===== src/rtl/core/srmq_pkg.sv =====
// shared constants, codes and types for the sparse-table range-minimum engine
package srmq_pkg;

    localparam int DEPTH_DEF  = 1024;
    localparam int LEVELS_DEF = 11;

    localparam int DATA_W     = 32;
    localparam int CNT_IN_W   = 11;
    localparam int IN_DATA_W  = 64;
    localparam int IN_USER_W  = 2;
    localparam int OUT_DATA_W = 32;
    localparam int OUT_USER_W = 2;

    localparam logic signed [DATA_W-1:0] INT_MAX = 32'sh7fff_ffff;

    // item kinds carried in the slave tuser
    localparam logic [1:0] OP_WRITE = 2'd0;
    localparam logic [1:0] OP_BUILD = 2'd1;
    localparam logic [1:0] OP_QUERY = 2'd2;
    localparam logic [1:0] OP_NONE  = 2'd3;

    // result status carried in the master tuser
    localparam logic [1:0] ST_OK      = 2'd0;
    localparam logic [1:0] ST_EMPTY   = 2'd1;
    localparam logic [1:0] ST_INVALID = 2'd2;

    // commands of the shared minimum unit
    localparam logic [1:0] MU_HOLD = 2'd0;
    localparam logic [1:0] MU_INIT = 2'd1;
    localparam logic [1:0] MU_PAIR = 2'd2;
    localparam logic [1:0] MU_FOLD = 2'd3;

    typedef struct packed {
        logic [1:0]               mode;
        logic signed [DATA_W-1:0] a;
        logic signed [DATA_W-1:0] b;
    } t_mu_cmd;

endpackage


===== src/rtl/core/srmq_min_unit.sv =====
// shared signed minimum unit with its accumulator register
module srmq_min_unit (
    input  logic                              i_clk,
    input  srmq_pkg::t_mu_cmd                 i_cmd,
    output logic signed [srmq_pkg::DATA_W-1:0] o_acc
);
    import srmq_pkg::*;

    logic signed [DATA_W-1:0] r_acc;
    logic signed [DATA_W-1:0] n_acc;
    logic signed [DATA_W-1:0] w_rhs;

    // pair mode compares a with b, fold mode compares a with the accumulator
    assign w_rhs = (i_cmd.mode == MU_FOLD) ? r_acc : i_cmd.b;

    always_comb begin
        unique case (i_cmd.mode)
            MU_INIT: n_acc = INT_MAX;
            MU_PAIR,
            MU_FOLD: n_acc = (i_cmd.a < w_rhs) ? i_cmd.a : w_rhs;
            default: n_acc = r_acc;
        endcase
    end

    always_ff @(posedge i_clk) begin
        r_acc <= n_acc;
    end

    assign o_acc = r_acc;

endmodule


===== config.mk =====
export PLATFORM = sky130hd
export DESIGN_NAME = srmq_min_unit
export DESIGN_NICKNAME = d
export VERILOG_FILES = /design/src/rtl/core/srmq_pkg.sv /design/src/rtl/core/srmq_min_unit.sv
export SDC_FILE = /design/constraint.sdc
export NUM_CORES = 1
export LEC_CHECK = 0
export ABC_AREA = 1
export ABC_CLOCK_PERIOD_IN_PS = 6100
export BUFFER_PORTS_ARGS = -buffer_cell sky130_fd_sc_hd__clkbuf_2
export CELL_PAD_IN_SITES_DETAIL_PLACEMENT = 0
export CELL_PAD_IN_SITES_GLOBAL_PLACEMENT = 1
export CORE_ASPECT_RATIO = 0.7
export CORE_MARGIN = 4
export CORE_UTILIZATION = 38
export DETAILED_ROUTE_END_ITERATION = 12
export GPL_TIMING_DRIVEN = 0
export HOLD_SLACK_MARGIN = 0.12
export PLACE_DENSITY_LB_ADDON = 0.05
export SYNTH_ARGS = -nofsm -noshare
export SYNTH_HDL_FRONTEND = slang
export SYNTH_SLANG_ARGS = --single-unit

===== constraint.sdc =====
create_clock -name i_clk -period 6.1 [get_ports i_clk]
set_input_delay 0.61 -clock i_clk [delete_from_list [all_inputs] [get_ports i_clk]]
set_output_delay 0.61 -clock i_clk [all_outputs]
set_load 0.02 [all_outputs]

* Word-level counts from Yosys, hierarchy flattened
Cells that the tools add are included.
Word-level totals: input port bits 67, bits in writable memories 0, bits in latches 0, bits in registers 32, ROM bits 0, memories 0, output and inout bits 32
Cells by class: shift operators 0, bitwise logic cells 0, reductions and logical operators 2, order comparisons 1, divide/modulo/power cells 0, $mul 0, mux-type cells 3, equality and inequality tests 3, add/subtract/negate cells 0
Operators by type and width (number):
- 32-bit 2-to-1 mux | 2
- 32-bit case mux with 2 select lines | 1
- 32-bit < comparator | 1
- 2-bit == test, second input constant | 2
- 2-bit by 1-bit == test with 1-bit output, second input constant | 1
- 2-bit nonzero test | 1
- 2-bit OR reduction | 1

* Longest topological paths before layout
Gate-level depths: netlist (run 1).
depth in word-level cells 5, mapped depth 22

* Worst setup path after synthesis (run 1)
No wires, ideal clock.
path kind input-to-reg, start point in i_cmd[65] (netlist bit), end point reg r_acc[10], in the netlist o_acc[10], data pin, arrival 2.664 ns, setup slack 3.168 ns, cell stages on the path 18, cell sequence buf_6 -> nand2_4 -> clkbuf_1 -> nand2_1 -> o21ai_0 -> inv_1 -> ha_1 -> a21oi_1 -> nor2_1 -> a211oi_1 -> o21ai_0 -> a21oi_1 -> nand2_1 -> nand2_2 -> nand2_2 -> buf_6 -> nand2_1 -> nand3_1
On the way: longest elaborated chain between the ends 5
RTL lines:
- start: declaration | RTL line srmq_min_unit.sv:4 | input srmq_pkg::t_mu_cmd i_cmd,
- 2-bit == test | RTL line srmq_min_unit.sv:14, srmq_min_unit.sv:17
- 32-bit 2-to-1 mux | RTL line srmq_min_unit.sv:14 | assign w_rhs = (i_cmd.mode == MU_FOLD) ? r_acc : i_cmd.b;
- 32-bit < comparator | RTL line srmq_min_unit.sv:20 | MU_FOLD: n_acc = (i_cmd.a < w_rhs) ? i_cmd.a : w_rhs;
- 32-bit 2-to-1 mux | RTL line srmq_min_unit.sv:20
- 32-bit case mux with 2 select lines (*) | RTL line srmq_min_unit.sv:17 | unique case (i_cmd.mode)
- end signal: assignment | RTL line srmq_min_unit.sv:26 | r_acc <= n_acc;
- end: declaration | RTL line srmq_min_unit.sv:9 | logic signed [DATA_W-1:0] r_acc;
Every way passes the cells marked *; elsewhere a longest branch is shown, timed or not. A chain may end at the register's enable or synchronous reset.

* Worst setup path in the final report (run 1)
start point in i_cmd[64] (netlist bit), end point reg r_acc[15], in the netlist o_acc[15], data pin
Same word-level chain as after synthesis.

==> run_results.csv, run 1 <==
group,metric,value,unit
status,status,"finished, final reports clean",
power,p_sw_share,36.8,%
power,p_leak,1.89,nW
clock_network,cts.path.max_buffers,2,
logic_synthesis,syn_nets,473,
power,ir_worst_vdd,0.0000885,V
clock_network,cts_resized,0,
worst_hold_path,whs_endpoint,"o_acc[21]$_SDFFCE_PN1P_",
drt,wl,7.53,mm
drt,firstDrtPassIters,4,
die,initial_utilization,39.7,%
final_layout,largest_reg_flops,32,
sta,finalCritPeriodShare,51.4,%
final_layout,fin_nets,577,
critical_path,r2r_slack,3470,ps
critical_path,start_kind,"primary input",
critical_path,timing.rr.start,"o_acc[17]$_SDFFCE_PN1P_",
die,die_y,78.8,um
critical_path,crit_arrival,3160,ps
clock_network,htreeDepth,2,
critical_path,critPathCaptureType,"flop",
clock_network,post-cts-setup-buffers,0,
power,seq_power_share,36.4,%
logic_synthesis,avgSynthCellArea,7.25,um2
power,switching_power,300,uW
global_routing,grt_pass1_vias,2432,
critical_path,cp_max_fo,10,
sta,setup_violations,0,
die,die_area,0.00859,mm2
logic_synthesis,synthAdderAreaFrac,14.3,%
power,p_clk_share,26.2,%
sta,fin_tns_setup,0,ps
place,dpl.cell_count,566,
drt,vias,2652,
sta,tightest_slew,853,ps
place,gp_congestion,0.774,
global_routing,grt_pass1_wl,11.8,mm
global_routing,grt_overflow,0,
power,combinationalPowerShare,37.4,%
drt,via_per_inst,4.62,
drt,initialDrtViolationCount,102,
sta,hold_violations,0,
logic_synthesis,ys_warn_count,0,
critical_path,r2r_end,"o_acc[15]$_SDFFCE_PN1P_",
logic_synthesis,ys_ff_latch,32,
sta,fin_crit,3140,ps
final_layout,drive_above_1_share,24.6,%
drt,post-route-drc-count,0,
die,design.core.area,0.00685,mm2
global_routing,grt_max_degree,33,
worst_hold_path,min_from,"i_cmd[65]",
logic_synthesis,synthXorXnorAreaFrac,0,%
final_layout,finalNonFillerCells,574,
worst_hold_path,hp-class,"in2reg",
die,num_rows,25,
sta,slew_headroom,43.1,%
global_routing,grt_antenna_before_repair,0,
final_layout,num_antenna_cells,0,
critical_path,crit_type,"in2reg",
drt,wire_per_inst,13.1,um
final_layout,area_growth,26.3,%
critical_path,required,6120,ps
logic_synthesis,synth_area,0.00272,mm2
die,die_w,109,um
global_routing,grt_usage,17.9,%
sta,slew_violations,0,
clock_network,cts_buffers,5,
place,io_buffers,97,
logic_synthesis,synth_compound_area_share,9.94,%
clock_network,cts_tree,"done",
flow_run,cap_violations,0,
clock_network,cts.reportedPaths.clkPinSlew,70,ps
power,p_int,516,uW
drt,ant_nets,0,
clock_network,clock_latency,300,ps
logic_synthesis,synth_simple_gate_area_share,26.8,%
place,place_hpwl,5.63,mm
critical_path,worstRegToRegCells,15,
clock_network,cts_sinks,32,
logic_synthesis,synth_top_family_by_area,"simple AND/OR/NAND/NOR gates",
clock_network,hold_buffers,0,
sta,fin_skew,10.2,ps
die,io_pins,99,
worst_hold_path,min_path_cells,2,
logic_synthesis,synth_cells,375,
logic_synthesis,synthMuxAreaShare,0.368,%
clock_network,root_buffer,"clkbuf_8",
sta,fmax,0.319,GHz
logic_synthesis,ys_types,21,
logic_synthesis,ys_seq_area_share,35.3,%
sta,grt_setup_unrepaired,"false",
power,powerDensity,238,mW/mm2
[power by group through the flow]
stage | logic, mW | registers [mW] | clock network (mW)
after CTS | 0.310 | 0.297 | 0.220
after global routing | 0.349 | 0.301 | 0.230
after floorplan | 0.168 | 0.339 | 0
final | 0.306 | 0.297 | 0.214
after global placement | 0.305 | 0.301 | 0
after detailed placement | 0.308 | 0.302 | 0
[synth_stat cells]
cell / instances / area [um2]
nand2_1: 119 / 447
inv_1: 69 / 259
nand3_1: 37 / 185
o21ai_0: 34 / 170
edfxtp_1: 32 / 961
ha_1: 31 / 388
a21oi_1: 14 / 70.1
clkbuf_1: 9 / 33.8
nor2_1: 8 / 30.0
buf_6: 4 / 45.0
nand2_2: 4 / 25.0
a211oi_1: 3 / 22.5
buf_4: 3 / 22.5
mux2i_1: 1 / 10.0
nand2_4: 1 / 11.3
nand3b_1: 1 / 7.51
nand4_1: 1 / 6.26
nor3_1: 1 / 5.00
nor4_1: 1 / 6.26
o211ai_1: 1 / 7.51
or2_2: 1 / 6.26
[worst max-delay path, stage by stage]
cell      delay (ps)
clkbuf_2         120
nand2_4          100
clkbuf_1         480
nand2_1           90
o21ai_0          140
ha_1             300
nand2_1           90
nor2_1            50
a211oi_1         230
nand2_1          120
nand2_1           70
nand2_1           80
nand2_2           80
nand2_1           80
nand2_2          100
nand2_2          100
buf_6            170
nand2_1           60
nand3_1           80
[logic make-up (layout without fill, tap and decap cells)]
kind of cell	count (synthesis)	after routing
and+or+nand+nor	174	174
buffers and inverters	85	190
AOI/OAI and AO/OA	52	52
DFF	32	32
adders and majority gates	31	31
muxes	1	1
[stage by stage]
stage          worst slack (ps)  total power [mW]  area, um2  util, %  hold slack, ps
2_1_floorplan              3170             0.507       2720        -             800
3_3_place_gp               2690             0.606       3320     48.5             719
4_1_cts                    2940             0.828       3430     50.1             602
5_1_grt                    2640             0.880       3430     50.1             621
3_5_place_dp               2650             0.611       3320     48.5             712
6_report                   2960             0.816       3430     50.1             614
[routing by layer]
| layer | vias up | global-route usage (%) | wire length [um] |
|---|---|---|---|
| met5 | - | 0 | 0 |
| li1 | 1417 | - | - |
| met1 | 1155 | 25.3 | 3710 |
| met3 | 7 | 4.63 | 536 |
| met4 | 0 | 4.92 | 78 |
| met2 | 73 | 27.1 | 3210 |
[worst max-delay path by stage]
| stage | start | to | slack [ps] | depth (start not counted) |
|---|---|---|---|---|
| after CTS | i_cmd[64] | o_acc[20]$_SDFFCE_PN1P_ | 2940 | 19 |
| after floorplan | i_cmd[65] | o_acc[10]$_SDFFCE_PN1P_ | 3170 | 18 |
| after global routing | i_cmd[64] | o_acc[22]$_SDFFCE_PN1P_ | 2640 | 20 |
| after global placement | i_cmd[64] | o_acc[19]$_SDFFCE_PN1P_ | 2690 | 18 |
| final | i_cmd[64] | o_acc[15]$_SDFFCE_PN1P_ | 2960 | 19 |
| after detailed placement | i_cmd[64] | o_acc[15]$_SDFFCE_PN1P_ | 2650 | 18 |
[placed cells by master, fill, tap and decap left out]
cell and count:
clkbuf_8 5, ha_1 31, nand2_1 119, edfxtp_1 32, a211oi_1 3, mux2i_1 1
nand2_4 1, o21ai_0 34, nand3b_1 1, clkinvlp_4 1, buf_6 4, or2_2 1
clkbuf_1 9, nor3_1 1, clkbuf_2 97, nor2_1 8, nand3_1 37, nand4_1 1
nor4_1 1, clkinv_2 1, nand2_2 4, o211ai_1 1, bufinv_16 1, inv_1 69
a21oi_1 14, buf_4 3
[area by class of cell]
| type | count | area [um2] |
|---|---|---|
| fillers | 712 | 3420 |
| repair buffers | 97 | 485 |
| flip-flops and latches | 32 | 961 |
| inverters | 69 | 259 |
| plain buffers | 16 | 101 |
| well taps | 94 | 118 |
| clock buffers | 5 | 68.8 |
| multi-input cells | 258 | 1400 |
| clock inverters | 3 | 42.5 |
Power figures use the tool's default switching activity.
==> run 2: changes to the inputs <==
--- a/config.mk
+++ b/config.mk
@@ -5,14 +5,14 @@
 export SDC_FILE = /design/constraint.sdc
 export NUM_CORES = 1
 export LEC_CHECK = 0
-export ABC_AREA = 1
-export ABC_CLOCK_PERIOD_IN_PS = 6100
+export ABC_AREA = 0
+export ABC_CLOCK_PERIOD_IN_PS = 2800
 export BUFFER_PORTS_ARGS = -buffer_cell sky130_fd_sc_hd__clkbuf_2
 export CELL_PAD_IN_SITES_DETAIL_PLACEMENT = 0
 export CELL_PAD_IN_SITES_GLOBAL_PLACEMENT = 1
 export CORE_ASPECT_RATIO = 0.7
 export CORE_MARGIN = 4
-export CORE_UTILIZATION = 38
+export CORE_UTILIZATION = 36
 export DETAILED_ROUTE_END_ITERATION = 12
 export GPL_TIMING_DRIVEN = 0
 export HOLD_SLACK_MARGIN = 0.12
==> constraint.sdc (replaced) <==
create_clock -name i_clk -period 2.8 [get_ports i_clk]
set_input_delay 0.28 -clock i_clk [delete_from_list [all_inputs] [get_ports i_clk]]
set_output_delay 0.28 -clock i_clk [all_outputs]
set_load 0.02 [all_outputs]
==> run 2 against run 1 <==
  * Total power grew to 3.1 times the previous value
  * Core utilization grew 7.4 points
  * Clock skew shrank 5.5 ps
  * Final cell count grew 4.7%
  * First-iteration DRC count grew to 3.0 times the previous value
  * Area after synthesis grew 24%
  * Sequential cell count is the same
  * Synthesized cell count shrank 5.6%
  * Critical endpoint is now o_acc[3]$_SDFFCE_PN1P_
  * Largest cell class unchanged
  * Highest routed layer unchanged
==> run_results.csv, run 2 <==
group,metric,value,unit
logic_synthesis,synthTopCellsByCount,"a21oi_1 (41), nand4_1 (35), edfxtp_1 (32), mux2i_1 (32)",
place,place_hpwl,8.78,mm
critical_path,r2r_end,"o_acc[28]$_SDFFCE_PN1P_",
drt,post-route-drc-count,0,
die,die_area,0.0110,mm2
die,die_w,123,um
global_routing,grt_pass1_wl,19.4,mm
global_routing,grt_util_met3,4.86,%
logic_synthesis,syn_nets,452,
sta,setup_violations,0,
drt,initialDrtViolationCount,306,
sta,grt_setup_unrepaired,"true",
logic_synthesis,async_flop_share,0,%
worst_hold_path,whs_endpoint,"o_acc[26]$_SDFFCE_PN1P_",
sta,finalCritPeriodShare,99.8,%
critical_path,start_kind,"primary input",
drt,vias,3829,
power,ir_worst_vdd,0.000264,V
critical_path,cp_max_fo,10,
logic_synthesis,synth_most_common_cell,"a21oi_1",
critical_path,r2r_slack,50,ps
logic_synthesis,ys_types,39,
global_routing,top_usage_layer,"met2",
final_layout,finalNonFillerCells,601,
die,num_rows,29,
critical_path,timing.rr.start,"o_acc[7]$_SDFFCE_PN1P_",
die,die_y,88.8,um
logic_synthesis,ys_seq_area_share,28.6,%
sta,tightest_slew,879,ps
drt,wl,13.2,mm
logic_synthesis,synth_top_area_share,28.6,%
global_routing,grt_pass1_vias,3631,
place,dpl.cell_count,575,
clock_network,htreeDepth,2,
final_layout,largest_reg_flops,32,
drt,wire_per_inst,22.0,um
clock_network,cts.path.max_buffers,2,
logic_synthesis,avgSynthCellArea,9.49,um2
global_routing,grt_antenna_before_repair,0,
die,initial_utilization,37.0,%
sta,slew_headroom,41.4,%
place,io_buffers,97,
critical_path,crit_type,"in2reg",
clock_network,cts_sinks,32,
global_routing,grt_overflow,0,
place,gp_congestion,0.854,
critical_path,crit_arrival,2890,ps
power,p_leak,1.90,nW
global_routing,grt_usage,22.7,%
worst_hold_path,hp-class,"in2reg",
clock_network,cts_tree,"done",
die,io_pins,99,
final_layout,fin_util,57.5,%
flow_run,cap_violations,0,
final_layout,drive_above_1_share,54.5,%
sta,fmax,0.358,GHz
logic_synthesis,ys_warn_count,0,
global_routing,grt_max_degree,33,
logic_synthesis,synth_area,0.00336,mm2
drt,via_per_inst,6.37,
clock_network,cts.reportedPaths.clkPinSlew,60,ps
critical_path,required,2890,ps
logic_synthesis,synth_cells,354,
final_layout,area_growth,55.3,%
sta,fin_crit,2790,ps
critical_path,worstRegToRegCells,10,
clock_network,clock_latency,280,ps
drt,ant_nets,0,
final_layout,final_common_cell,"clkbuf_2",
power,total_power,2.55,mW
status,status,"finished, final reports clean",
worst_hold_path,min_from,"i_cmd[58]",
sta,fin_skew,4.75,ps
logic_synthesis,synth_edf_count,32,
critical_path,critPathCaptureType,"flop",
logic_synthesis,netlist_top_cells_area,"edfxtp_1 (29%), ha_1 (12%), mux2i_1 (9.5%), a211o_1 (8.1%), a311oi_1 (7.8%)",
drt,firstDrtPassIters,7,
worst_hold_path,min_path_cells,3,
global_routing,use_met1,33.5,%
logic_synthesis,synth_ff_type,"edfxtp_1",
final_layout,final_cell_mix,"clkbuf_2 (97), nand4_1 (35), edfxtp_1 (32)",
die,design.core.area,0.00907,mm2
logic_synthesis,yosysTopAreaCell,"edfxtp_1",
power,powerDensity,489,mW/mm2
logic_synthesis,ys_ff_latch,32,
sta,hold_violations,0,
sta,slew_violations,0,
clock_network,root_buffer,"clkbuf_16",
clock_network,cts_buffers,5,
global_routing,grtUsageMet2,34.1,%
final_layout,num_antenna_cells,0,
final_layout,fin_nets,574,
-- run 2: changes by cell type in the layout (fill, tap and decap cells not counted), sizes merged, moves of 33 or more --
cell	previous run	this run
nand3	37	2
nand2	124	8
nand4	1	36
buf	7	44
nor4	1	34
inv	69	2
-- run 2: worst max-delay path by stage --
stage                   start                       to  cells after the start
floorplan           i_cmd[65]  o_acc[10]$_SDFFCE_PN1P_                     13
CTS                 i_cmd[64]   o_acc[2]$_SDFFCE_PN1P_                     13
finish              i_cmd[64]   o_acc[3]$_SDFFCE_PN1P_                     14
global route        i_cmd[64]  o_acc[26]$_SDFFCE_PN1P_                     13
global placement    i_cmd[64]  o_acc[21]$_SDFFCE_PN1P_                     12
detailed placement  i_cmd[64]  o_acc[21]$_SDFFCE_PN1P_                     12
-- run 2: final cells by class --
type,count,area [um2]
multi-input cells,278,2910
clock buffers,7,133
flip-flops and latches,32,961
clock inverters,1,3.75
inverters,2,7.51
plain buffers,41,363
repair buffers,116,678
fillers,826,3860
well taps,124,155
-- run 2: kinds of logic (layout without fill, tap and decap cells) --
group,count (synthesis),in the layout,share of synthesized area (%)
mux,32,32,9.54
buf+inv,45,167,5.89
flops,32,32,28.6
compound gates,124,125,27.0
simple gates,90,90,17.4
fa+ha+maj,31,31,11.5
-- run 2: critical path, stage by stage --
cell and delay, ps:
buf_12 90, nand2_8 70, buf_12 160, buf_4 150, mux2i_4 190, ha_1 350, nand4_4 160, nor4_4 380
nand3_2 160, nand4_1 190, buf_4 190, buf_6 180, a21oi_1 60, a311oi_1 260
-- run 2: per-stage QoR --
stage | hold WS (ps) | setup WS [ps] | TNS, ps | cell area [um2]
after floorplan | 563 | 31.3 | 0 | 3410
after global placement | 763 | -622 | -17150 | 4050
after detailed placement | 766 | -599 | -17060 | 4050
after CTS | 487 | -23.1 | -161 | 4590
after global routing | 491 | -103 | -1110 | 5210
final | 471 | 5.95 | 0 | 5210
-- run 2: metal layers --
layer	part of all wire [%]	wire length (um)
met1	47	6230
met3	8.6	1140
met5	0	0
met4	1.1	148
met2	43	5710
-- run 2: what timing repair did --
item                                    4_1_cts  5_1_grt
buffers inserted                              7        8
pin swaps                                     5       25
resized for setup                            69      132
endpoints found under the setup margin       31       32
hold buffers                                  0        0
gates cloned                                  1        4
-- run 2: where the power goes --
| group | internal (mW) | leakage, nW | switching (mW) |
|---|---|---|---|
| registers | 0.634 | 0.287 | 0.0572 |
| logic | 0.528 | 1.54 | 0.782 |
| clock network | 0.328 | 0.0655 | 0.221 |
| total | 1.49 | 1.90 | 1.06 |
